File: src/rtl/krsr_pkg.sv
`timescale 1ns / 1ps
// ----------------------------------------------------------------------------
// krsr_pkg: shared definitions for the keyed registry
// Field widths, request codes, controller states and the default table depth.
// ----------------------------------------------------------------------------
package krsr_pkg;

    // Default number of table entries.
    localparam int MAX_ENTRIES_DEF = 32;

    // Fixed field widths of the transaction payloads.
    localparam int KIND_W   = 3;
    localparam int KEY_W    = 11;
    localparam int HANDLE_W = 32;
    localparam int OCC_W    = 11;

    // Key value returned when a reverse lookup finds nothing.
    localparam logic [KEY_W-1:0] KEY_NONE = '1;

    // Request codes; the remaining codes are treated as no-operation requests.
    typedef enum logic [KIND_W-1:0] {
        KIND_REGISTER    = 3'd0,
        KIND_UNREGISTER  = 3'd1,
        KIND_BODY_BY_KEY = 3'd2,
        KIND_KEY_BY_BODY = 3'd3,
        KIND_CLEAR       = 3'd4
    } t_kind;

    // Controller states.
    typedef enum logic [1:0] {
        S_IDLE,
        S_SCAN,
        S_MOVE,
        S_RESP
    } t_state;

endpackage

File: src/rtl/krsr_match.sv
`timescale 1ns / 1ps
// ----------------------------------------------------------------------------
// krsr_match: entry compare for the table scan
// Decides whether one entry read from the table satisfies the current request.
// ----------------------------------------------------------------------------
module krsr_match #(
    parameter int IW = 5
) (
    input  krsr_pkg::t_kind                  i_kind,
    input  logic [IW-1:0]                    i_key,
    input  logic [krsr_pkg::HANDLE_W-1:0]    i_handle,
    input  logic                             i_ent_live,
    input  logic [IW-1:0]                    i_ent_key,
    input  logic [krsr_pkg::HANDLE_W-1:0]    i_ent_handle,
    output logic                             o_match
);
    import krsr_pkg::*;

    logic key_eq;
    logic handle_eq;

    assign key_eq    = (i_ent_key == i_key);
    assign handle_eq = (i_ent_handle == i_handle);

    // Register and unregister match on the key alone; lookups need a live entry.
    always_comb begin
        case (i_kind)
            KIND_REGISTER,
            KIND_UNREGISTER:  o_match = key_eq;
            KIND_BODY_BY_KEY: o_match = i_ent_live & key_eq;
            KIND_KEY_BY_BODY: o_match = i_ent_live & handle_eq;
            default:          o_match = 1'b0;
        endcase
    end

endmodule

File: src/rtl/keyed_registry_swap_remove.sv
`timescale 1ns / 1ps
// ----------------------------------------------------------------------------
// keyed_registry_swap_remove: packed key/handle table with swap removal
// Top level: request controller, entry memory and the result register.
// ----------------------------------------------------------------------------
// Usage:
// One request transaction (kind, slot key, body handle) enters on the input
// channel and produces exactly one result transaction (handle, key, hit,
// occupancy) on the output channel. Both channels use valid/stall; a
// transaction moves on a clock edge with valid high and stall low.
// The table sits in one synchronous memory read once per cycle. A request
// that searches the table streams through the occupied part of it, one entry
// per cycle, and stops at the first match. A clear, a rejected key or an
// unused code goes straight to its result without reading the table.
// A search that finds nothing (lookup miss, register append) reads every
// occupied entry before its result; an unregister that hits an entry other
// than the last one adds a move step that copies the last entry into the
// hole left by the removed one.
// The input stalls while a request is in progress. The finished result waits
// in the output register; the next request is taken meanwhile, and is held
// before its result is loaded while the receiver keeps stalling.
// Reset empties the table at once (occupancy 0); no clearing pass is needed
// since only entries below the occupancy count are ever read.
// ----------------------------------------------------------------------------
module keyed_registry_swap_remove #(
    parameter int MAX_ENTRIES = krsr_pkg::MAX_ENTRIES_DEF
) (
    input  logic                                 i_clk,
    input  logic                                 i_rst_n,
    // Request channel.
    input  logic                                 i_in_valid,
    output logic                                 o_in_stall,
    input  logic [krsr_pkg::KIND_W-1:0]          i_kind,
    input  logic signed [krsr_pkg::KEY_W-1:0]    i_slot_key,
    input  logic [krsr_pkg::HANDLE_W-1:0]        i_body_handle,
    // Result channel.
    output logic                                 o_out_valid,
    input  logic                                 i_out_stall,
    output logic [krsr_pkg::HANDLE_W-1:0]        o_handle_out,
    output logic signed [krsr_pkg::KEY_W-1:0]    o_key_out,
    output logic                                 o_hit,
    output logic [krsr_pkg::OCC_W-1:0]           o_occupancy
);
    import krsr_pkg::*;

    localparam int IW = (MAX_ENTRIES > 1) ? $clog2(MAX_ENTRIES) : 1;
    localparam int CW = $clog2(MAX_ENTRIES + 1);
    localparam int WW = 1 + IW + HANDLE_W;

    // Entry memory: {live, key, handle}.
    logic [WW-1:0] mem [MAX_ENTRIES];

    logic          rd_en;
    logic [IW-1:0] rd_addr;
    logic [WW-1:0] r_rd_data;
    logic          we;
    logic [IW-1:0] waddr;
    logic [WW-1:0] wdata;

    logic                ent_live;
    logic [IW-1:0]       ent_key;
    logic [HANDLE_W-1:0] ent_handle;

    // Controller state.
    t_state        r_state, n_state;
    logic [CW-1:0] r_total, n_total;
    logic [CW-1:0] r_idx, n_idx;
    logic          r_chk_vld, n_chk_vld;
    logic [IW-1:0] r_chk_idx, n_chk_idx;
    logic [IW-1:0] r_hit_idx, n_hit_idx;

    // Captured request.
    t_kind               r_kind;
    logic [IW-1:0]       r_key;
    logic [HANDLE_W-1:0] r_handle;

    // Result under construction.
    logic [HANDLE_W-1:0] r_res_handle, n_res_handle;
    logic [KEY_W-1:0]    r_res_key, n_res_key;
    logic                r_res_hit, n_res_hit;

    // Output register.
    logic                r_out_vld, n_out_vld;
    logic                out_load;
    logic [HANDLE_W-1:0] r_o_handle;
    logic [KEY_W-1:0]    r_o_key;
    logic                r_o_hit;
    logic [OCC_W-1:0]    r_o_occ;

    logic    in_accept;
    logic    key_ok;
    logic    match;
    t_kind   in_kind;

    // Index of the last occupied entry.
    function automatic logic [IW-1:0] last_entry_idx(input logic [CW-1:0] total);
        logic [CW-1:0] last;
        last = CW'(total - 1'b1);
        return last[IW-1:0];
    endfunction

    assign in_kind   = t_kind'(i_kind);
    assign in_accept = i_in_valid & (r_state == S_IDLE);
    assign key_ok    = ~i_slot_key[KEY_W-1]
                     & ($unsigned(i_slot_key) < KEY_W'(MAX_ENTRIES));

    assign {ent_live, ent_key, ent_handle} = r_rd_data;

    // Entry compare on the word returned by the memory.
    krsr_match #(
        .IW (IW)
    ) u_match (
        .i_kind       (r_kind),
        .i_key        (r_key),
        .i_handle     (r_handle),
        .i_ent_live   (ent_live),
        .i_ent_key    (ent_key),
        .i_ent_handle (ent_handle),
        .o_match      (match)
    );

    // Memory write port.
    always_ff @(posedge i_clk) begin
        if (we) begin
            mem[waddr] <= wdata;
        end
    end

    // Memory read port with registered data.
    always_ff @(posedge i_clk) begin
        if (rd_en) begin
            r_rd_data <= mem[rd_addr];
        end
    end

    // Next state, memory control and result building.
    always_comb begin
        n_state      = r_state;
        n_total      = r_total;
        n_idx        = r_idx;
        n_chk_vld    = 1'b0;
        n_chk_idx    = r_chk_idx;
        n_hit_idx    = r_hit_idx;
        n_res_handle = r_res_handle;
        n_res_key    = r_res_key;
        n_res_hit    = r_res_hit;
        n_out_vld    = r_out_vld & i_out_stall;
        out_load     = 1'b0;
        rd_en        = 1'b0;
        rd_addr      = r_idx[IW-1:0];
        we           = 1'b0;
        waddr        = r_chk_idx;
        wdata        = {1'b1, r_key, r_handle};

        case (r_state)
            S_IDLE: begin
                if (i_in_valid) begin
                    n_res_handle = '0;
                    n_res_key    = KEY_NONE;
                    n_res_hit    = 1'b0;
                    n_idx        = '0;
                    case (in_kind)
                        KIND_REGISTER,
                        KIND_UNREGISTER,
                        KIND_BODY_BY_KEY: n_state = key_ok ? S_SCAN : S_RESP;
                        KIND_KEY_BY_BODY: n_state = S_SCAN;
                        KIND_CLEAR: begin
                            n_total   = '0;
                            n_res_hit = 1'b1;
                            n_state   = S_RESP;
                        end
                        default: n_state = S_RESP;
                    endcase
                end
            end

            S_SCAN: begin
                if (r_chk_vld && match) begin
                    // First matching entry found at r_chk_idx.
                    n_res_hit = 1'b1;
                    n_state   = S_RESP;
                    case (r_kind)
                        KIND_REGISTER: begin
                            we           = 1'b1;
                            n_res_handle = r_handle;
                        end
                        KIND_UNREGISTER: begin
                            if (CW'(r_chk_idx) < CW'(r_total - 1'b1)) begin
                                // Fetch the last entry to move into the hole.
                                rd_en     = 1'b1;
                                rd_addr   = last_entry_idx(r_total);
                                n_hit_idx = r_chk_idx;
                                n_state   = S_MOVE;
                            end else begin
                                n_total = CW'(r_total - 1'b1);
                            end
                        end
                        KIND_BODY_BY_KEY: n_res_handle = ent_handle;
                        KIND_KEY_BY_BODY: n_res_key    = KEY_W'(ent_key);
                        default: n_res_hit = 1'b0;
                    endcase
                end else if (r_idx < r_total) begin
                    // Stream the next entry out of the memory.
                    rd_en     = 1'b1;
                    n_idx     = CW'(r_idx + 1'b1);
                    n_chk_vld = 1'b1;
                    n_chk_idx = r_idx[IW-1:0];
                end else if (!r_chk_vld) begin
                    // Scan exhausted without a match.
                    n_state = S_RESP;
                    if (r_kind == KIND_REGISTER && r_total < CW'(MAX_ENTRIES)) begin
                        we           = 1'b1;
                        waddr        = r_total[IW-1:0];
                        n_total      = CW'(r_total + 1'b1);
                        n_res_handle = r_handle;
                        n_res_hit    = 1'b1;
                    end
                end
            end

            S_MOVE: begin
                // Write the former last entry over the removed one.
                we      = 1'b1;
                waddr   = r_hit_idx;
                wdata   = r_rd_data;
                n_total = CW'(r_total - 1'b1);
                n_state = S_RESP;
            end

            S_RESP: begin
                if (!r_out_vld || !i_out_stall) begin
                    out_load  = 1'b1;
                    n_out_vld = 1'b1;
                    n_state   = S_IDLE;
                end
            end

            default: n_state = S_IDLE;
        endcase
    end

    // Control registers.
    always_ff @(posedge i_clk) begin
        if (!i_rst_n) begin
            r_state   <= S_IDLE;
            r_total   <= '0;
            r_chk_vld <= 1'b0;
            r_out_vld <= 1'b0;
        end else begin
            r_state   <= n_state;
            r_total   <= n_total;
            r_chk_vld <= n_chk_vld;
            r_out_vld <= n_out_vld;
        end
    end

    // Payload and datapath registers.
    always_ff @(posedge i_clk) begin
        r_idx        <= n_idx;
        r_chk_idx    <= n_chk_idx;
        r_hit_idx    <= n_hit_idx;
        r_res_handle <= n_res_handle;
        r_res_key    <= n_res_key;
        r_res_hit    <= n_res_hit;
        if (in_accept) begin
            r_kind   <= in_kind;
            r_key    <= i_slot_key[IW-1:0];
            r_handle <= i_body_handle;
        end
        if (out_load) begin
            r_o_handle <= r_res_handle;
            r_o_key    <= r_res_key;
            r_o_hit    <= r_res_hit;
            r_o_occ    <= OCC_W'(r_total);
        end
    end

    assign o_in_stall   = (r_state != S_IDLE);
    assign o_out_valid  = r_out_vld;
    assign o_handle_out = r_o_handle;
    assign o_key_out    = r_o_key;
    assign o_hit        = r_o_hit;
    assign o_occupancy  = r_o_occ;

    // The entry count never goes past the table depth.
    a_total_bound: assert property (@(posedge i_clk) disable iff (!i_rst_n)
        r_total <= CW'(MAX_ENTRIES))
        else $error("entry count exceeds table depth");

    // Scan reads stay below the entry count.
    a_scan_in_range: assert property (@(posedge i_clk) disable iff (!i_rst_n)
        (r_state == S_SCAN && rd_en && !(r_chk_vld && match))
            |-> (CW'(rd_addr) < r_total))
        else $error("scan read beyond occupied entries");

    // A found key from a reverse lookup always comes with a hit.
    a_key_implies_hit: assert property (@(posedge i_clk) disable iff (!i_rst_n)
        (r_out_vld && r_o_key != KEY_NONE) |-> r_o_hit)
        else $error("key returned without hit");

endmodule
File: config.mk
export PLATFORM = sky130hd
export DESIGN_NAME = keyed_registry_swap_remove
export DESIGN_NICKNAME = d
export VERILOG_FILES = /design/src/rtl/krsr_pkg.sv /design/src/rtl/krsr_match.sv /design/src/rtl/keyed_registry_swap_remove.sv
export SDC_FILE = /design/constraint.sdc
export NUM_CORES = 2
export LEC_CHECK = 0
export BUFFER_PORTS_ARGS = -buffer_cell sky130_fd_sc_hd__buf_2
export CAP_MARGIN = 0
export CORE_MARGIN = 3
export CORE_UTILIZATION = 55
export DETAILED_ROUTE_END_ITERATION = 16
export GPL_TIMING_DRIVEN = 0
export PLACE_DENSITY = 0.69
export SLEW_MARGIN = 0
export SYNTH_ARGS = -nofsm -noshare
export SYNTH_HDL_FRONTEND = slang
export SYNTH_SLANG_ARGS = --single-unit
File: constraint.sdc
create_clock -name i_clk -period 8.77 [get_ports i_clk]
set_input_delay 2.631 -clock i_clk [delete_from_list [all_inputs] [get_ports i_clk]]
set_output_delay 2.631 -clock i_clk [all_outputs]
set_load 0.02 [all_outputs]
==> run metrics <==
setup bufs post-CTS 0; timing-limited maximum frequency 144 MHz; number of cells in the finished layout apart from fillers 5477; count of different cell masters after synthesis 60; worst slack at placement 1940 ps; kind of path behind the tightest hold check register to register; Worst R2R Path Depth 17; peak per-stage delay on the critical path 980 ps; Final Wtd Congestion 0.918; Setup Viol. Count Final 0; port bufs 101; synth warn 0; Die Footprint 105000 um^2; hold buffer count at cts 0; CP startpoint kind register; count of unresolved DRC violations after routing 0; antenna violations before repair 4; largest area contributor in the netlist edfxtp_1; Vias 34.5k; total overflow reported by the global router 0; CP required 9190 ps; area of the core 100000 um^2; Hold Path Origin r_res_handle[12]; horizontal die dimension 324 um; Antenna Diode Count 0; fraction of layout cells with a size suffix above 1 0.168; post-detailed-placement cell area 59700 um^2; area taken by multi-input logic gates 12700 um^2; Clock Skew 26.4 ps; number of placement rows 116; area grow syn2layout 15.0%; Boundary Pins 107; arrival time at the worst endpoint 7380 ps; detailed-routing iteration count for the pre-antenna-repair pass 5; highest-delay cell along the critical path nor4_1; Synth top cells by count edfxtp_1, nand2_1, mux2i_1; DRT iter0 DRCs 4778; worst-skew pair later-pin latency 760 ps; final clock period utilization by the worst path 0.793; setup repair after global routing missed its margin no; cells resized by post-CTS repair 0; cell count after placement 5227; Max Fanout on Critical Path 10; Storage cell area 42100 um^2; startpoint of the lowest-slack register-to-register path r_total[0]; number of hold-slack violations in the final timing report 0; clock root buffer clkbuf_16; total power per unit cell area 337 nW/um^2; initial standard-cell utilization of the core 0.556; estimated wirelength of the detail-placed design 107000 um; number of clock buffers inserted by TritonCTS 143; kind of cell adding the most delay to the critical path buffers and inverters; maximum level of the CTS H-tree 4; clock input transition at the sequential cells of the worst setup and hold paths 60 ps; clock tree from TritonCTS built; Max Root-Sink Buffers 3; Max Cap Violations 0; die span in y 324 um; final cell area excluding filler cells 64100 um^2; final critical-path required period 6960 ps; worst slew pin tran 1280 ps; Final ANT Viol Nets 0; Worst Path Class, Setup register to register; kind of capture point of the worst setup path register; most numerous cell on the critical path a21oi_1; wire length of the first global-routing pass 219000 um; Total Routing Usage GR 0.283; aggregate negative setup slack 0 ps; clk sink count 1404; sink of the worst hold path o_handle_out[12]; number of nets in the layout 4082; cell depth of the worst min-delay path 0; count of state elements after synthesis 1404; detailed-route vias per instance 6.30; Fill cells 7042; total routed wirelength 150000 um; remaining max-slew budget at the tightest pin 0.136; leading post-synthesis cells by cell area edfxtp_1, mux2i_1, nand2_1; post-synthesis sequential area ratio 0.754; ys flop type edfxtp_1; maximum vdd drop 0.211 mV; share of Yosys cell area claimed by the top area cell type 0.750; overall power of the completed layout 0.0216 W; Leakage Power 22.0 nW; synthesized instance count 3578; worst-path cell chain clkbuf_1 -> inv_1 -> ha_1 -> xor2_1 -> inv_1 -> ha_1 -> a21oi_1 -> a21oi_1 -> o211ai_2 -> o211ai_2 -> buf_2 -> a21oi_1 -> buf_2 -> buf_1 -> a221oi_1 -> nor4_1 -> nand3b_1; outcome completed; post-synth design cell area 55800 um^2; destination of the worst register-to-register timing path r_rd_data[21]; fraction of synthesis flops using an asynchronous set or reset pin 0; pin count of the biggest net entering global routing 33; drt wl/cell 27.4 um; worst reg2reg setup slack 1810 ps; Setup WS post-layout 1810 ps; most common cell in the synthesized netlist edfxtp_1; number of enable flip-flop cells after synthesis 1394; Syn Area/Cell 15.6 um^2; Buffers & Inverters on Critical Path 6; number of pins exceeding their max-slew limit in the final report 0; number of global-route vias before repair 32.9k
report_power, final:
part           switching, W  internal (W)
combinational       0.00517       0.00182
clock               0.00250       0.00328
sequential         0.000206       0.00863
total               0.00788        0.0137
layout by cell type (no fill, tap or decap), types with 7 or more instances in the layout:
cell and count:
nor2_1 57, bufinv_16 7, a22o_1 39, nor4_2 33
and3_1 79, nor3_1 12, buf_4 198, xnor2_1 9
buf_2 203, nor4_1 51, mux2i_1 264, clkbuf_1 128
mux2_2 37, buf_6 14, a22oi_1 39, edfxtp_1 1394
a31oi_1 39, nand3b_1 41, a21oi_1 246, dfxtp_1 10
inv_1 16, a221oi_1 153, a2111oi_0 38, nand2_1 476
xor2_1 38, o21ai_0 17, ha_1 17, clkinv_1 35
clkbuf_16 146, nand3_1 46, clkinv_2 20, buf_1 20
nand2b_1 13, o211ai_1 42, a211oi_1 40
registers in the layout, indices dropped and copies added, names as in the netlist:
signal        flops
mem            1216
r_rd_data        38
o_handle_out     32
r_handle         32
r_res_handle     32
o_key_out         6
o_occupancy       6
r_idx             6
r_res_key         6
r_total           6
r_chk_idx         5
r_hit_idx         5
r_key             5
r_kind            3
r_state           2
o_hit             1
o_out_valid       1
r_chk_vld         1
r_res_hit         1
worst reg2reg max path, delay by kind of cell (launching register included):
family          cells  cell delay (ps)
simple gates        2             1270
compound gates      6             1700
xor+xnor            1              570
buf+inv             6             2080
fa+ha+maj           2              590
flops               1              400
worst max-delay path by stage:
stage                      start             to  slack [ps]  cells past startpoint
floorplan             r_total[1]     mem[17][0]        1990                     12
detailed placement    r_total[0]  r_rd_data[26]        1940                     16
CTS                   r_total[0]  r_rd_data[26]        1880                     16
finish                r_total[0]  r_rd_data[21]        1810                     17
global route          r_total[0]  r_rd_data[26]        1580                     16
global placement    r_handle[19]    mem[20][35]       -3070                     11
final cells by class:
type | instances | area share
Sequential cell | 1404 | 0.656
Multi-Input combinational cell | 1907 | 0.198
Clock buffer | 173 | 0.0589
Timing Repair Buffer | 288 | 0.0310
Tap cell | 1357 | 0.0265
Buffer | 253 | 0.0187
Clock inverter | 77 | 0.0101
Inverter | 18 | 0.00105
routing by layer:
layer / global-route usage / part of all wire / vias to the layer above
met3: 0.0470 / 0.099 / 301
met5: 0 / 0 / -
met4: 0.119 / 0.043 / 0
met1: 0.413 / 0.41 / 17200
li1: - / - / 14900
met2: 0.426 / 0.45 / 2042
cell families (layout without fill, tap and decap cells):
kind of cell | Yosys count | count (layout) | share of synthesized area
flip-flops | 1404 | 1404 | 0.754
AND/OR/NAND/NOR | 848 | 848 | 0.0714
AO/OA/AOI/OAI | 689 | 689 | 0.0857
multiplexers | 301 | 301 | 0.0548
buffers and inverters | 271 | 809 | 0.0227
XOR/XNOR | 47 | 47 | 0.00738
adder cells (fa/ha/maj) | 17 | 17 | 0.00381
other | 1 | 5 | 0.0000672
stage by stage:
stage | hold WS [ps] | utilization
after CTS | 416 | 0.640
after detailed placement | 405 | 0.595
after global placement | 401 | 0.578
after global routing | 416 | 0.640
after floorplan | 400 | -
final | 411 | 0.640
No activity file was read; power rests on OpenSTA's default activity.
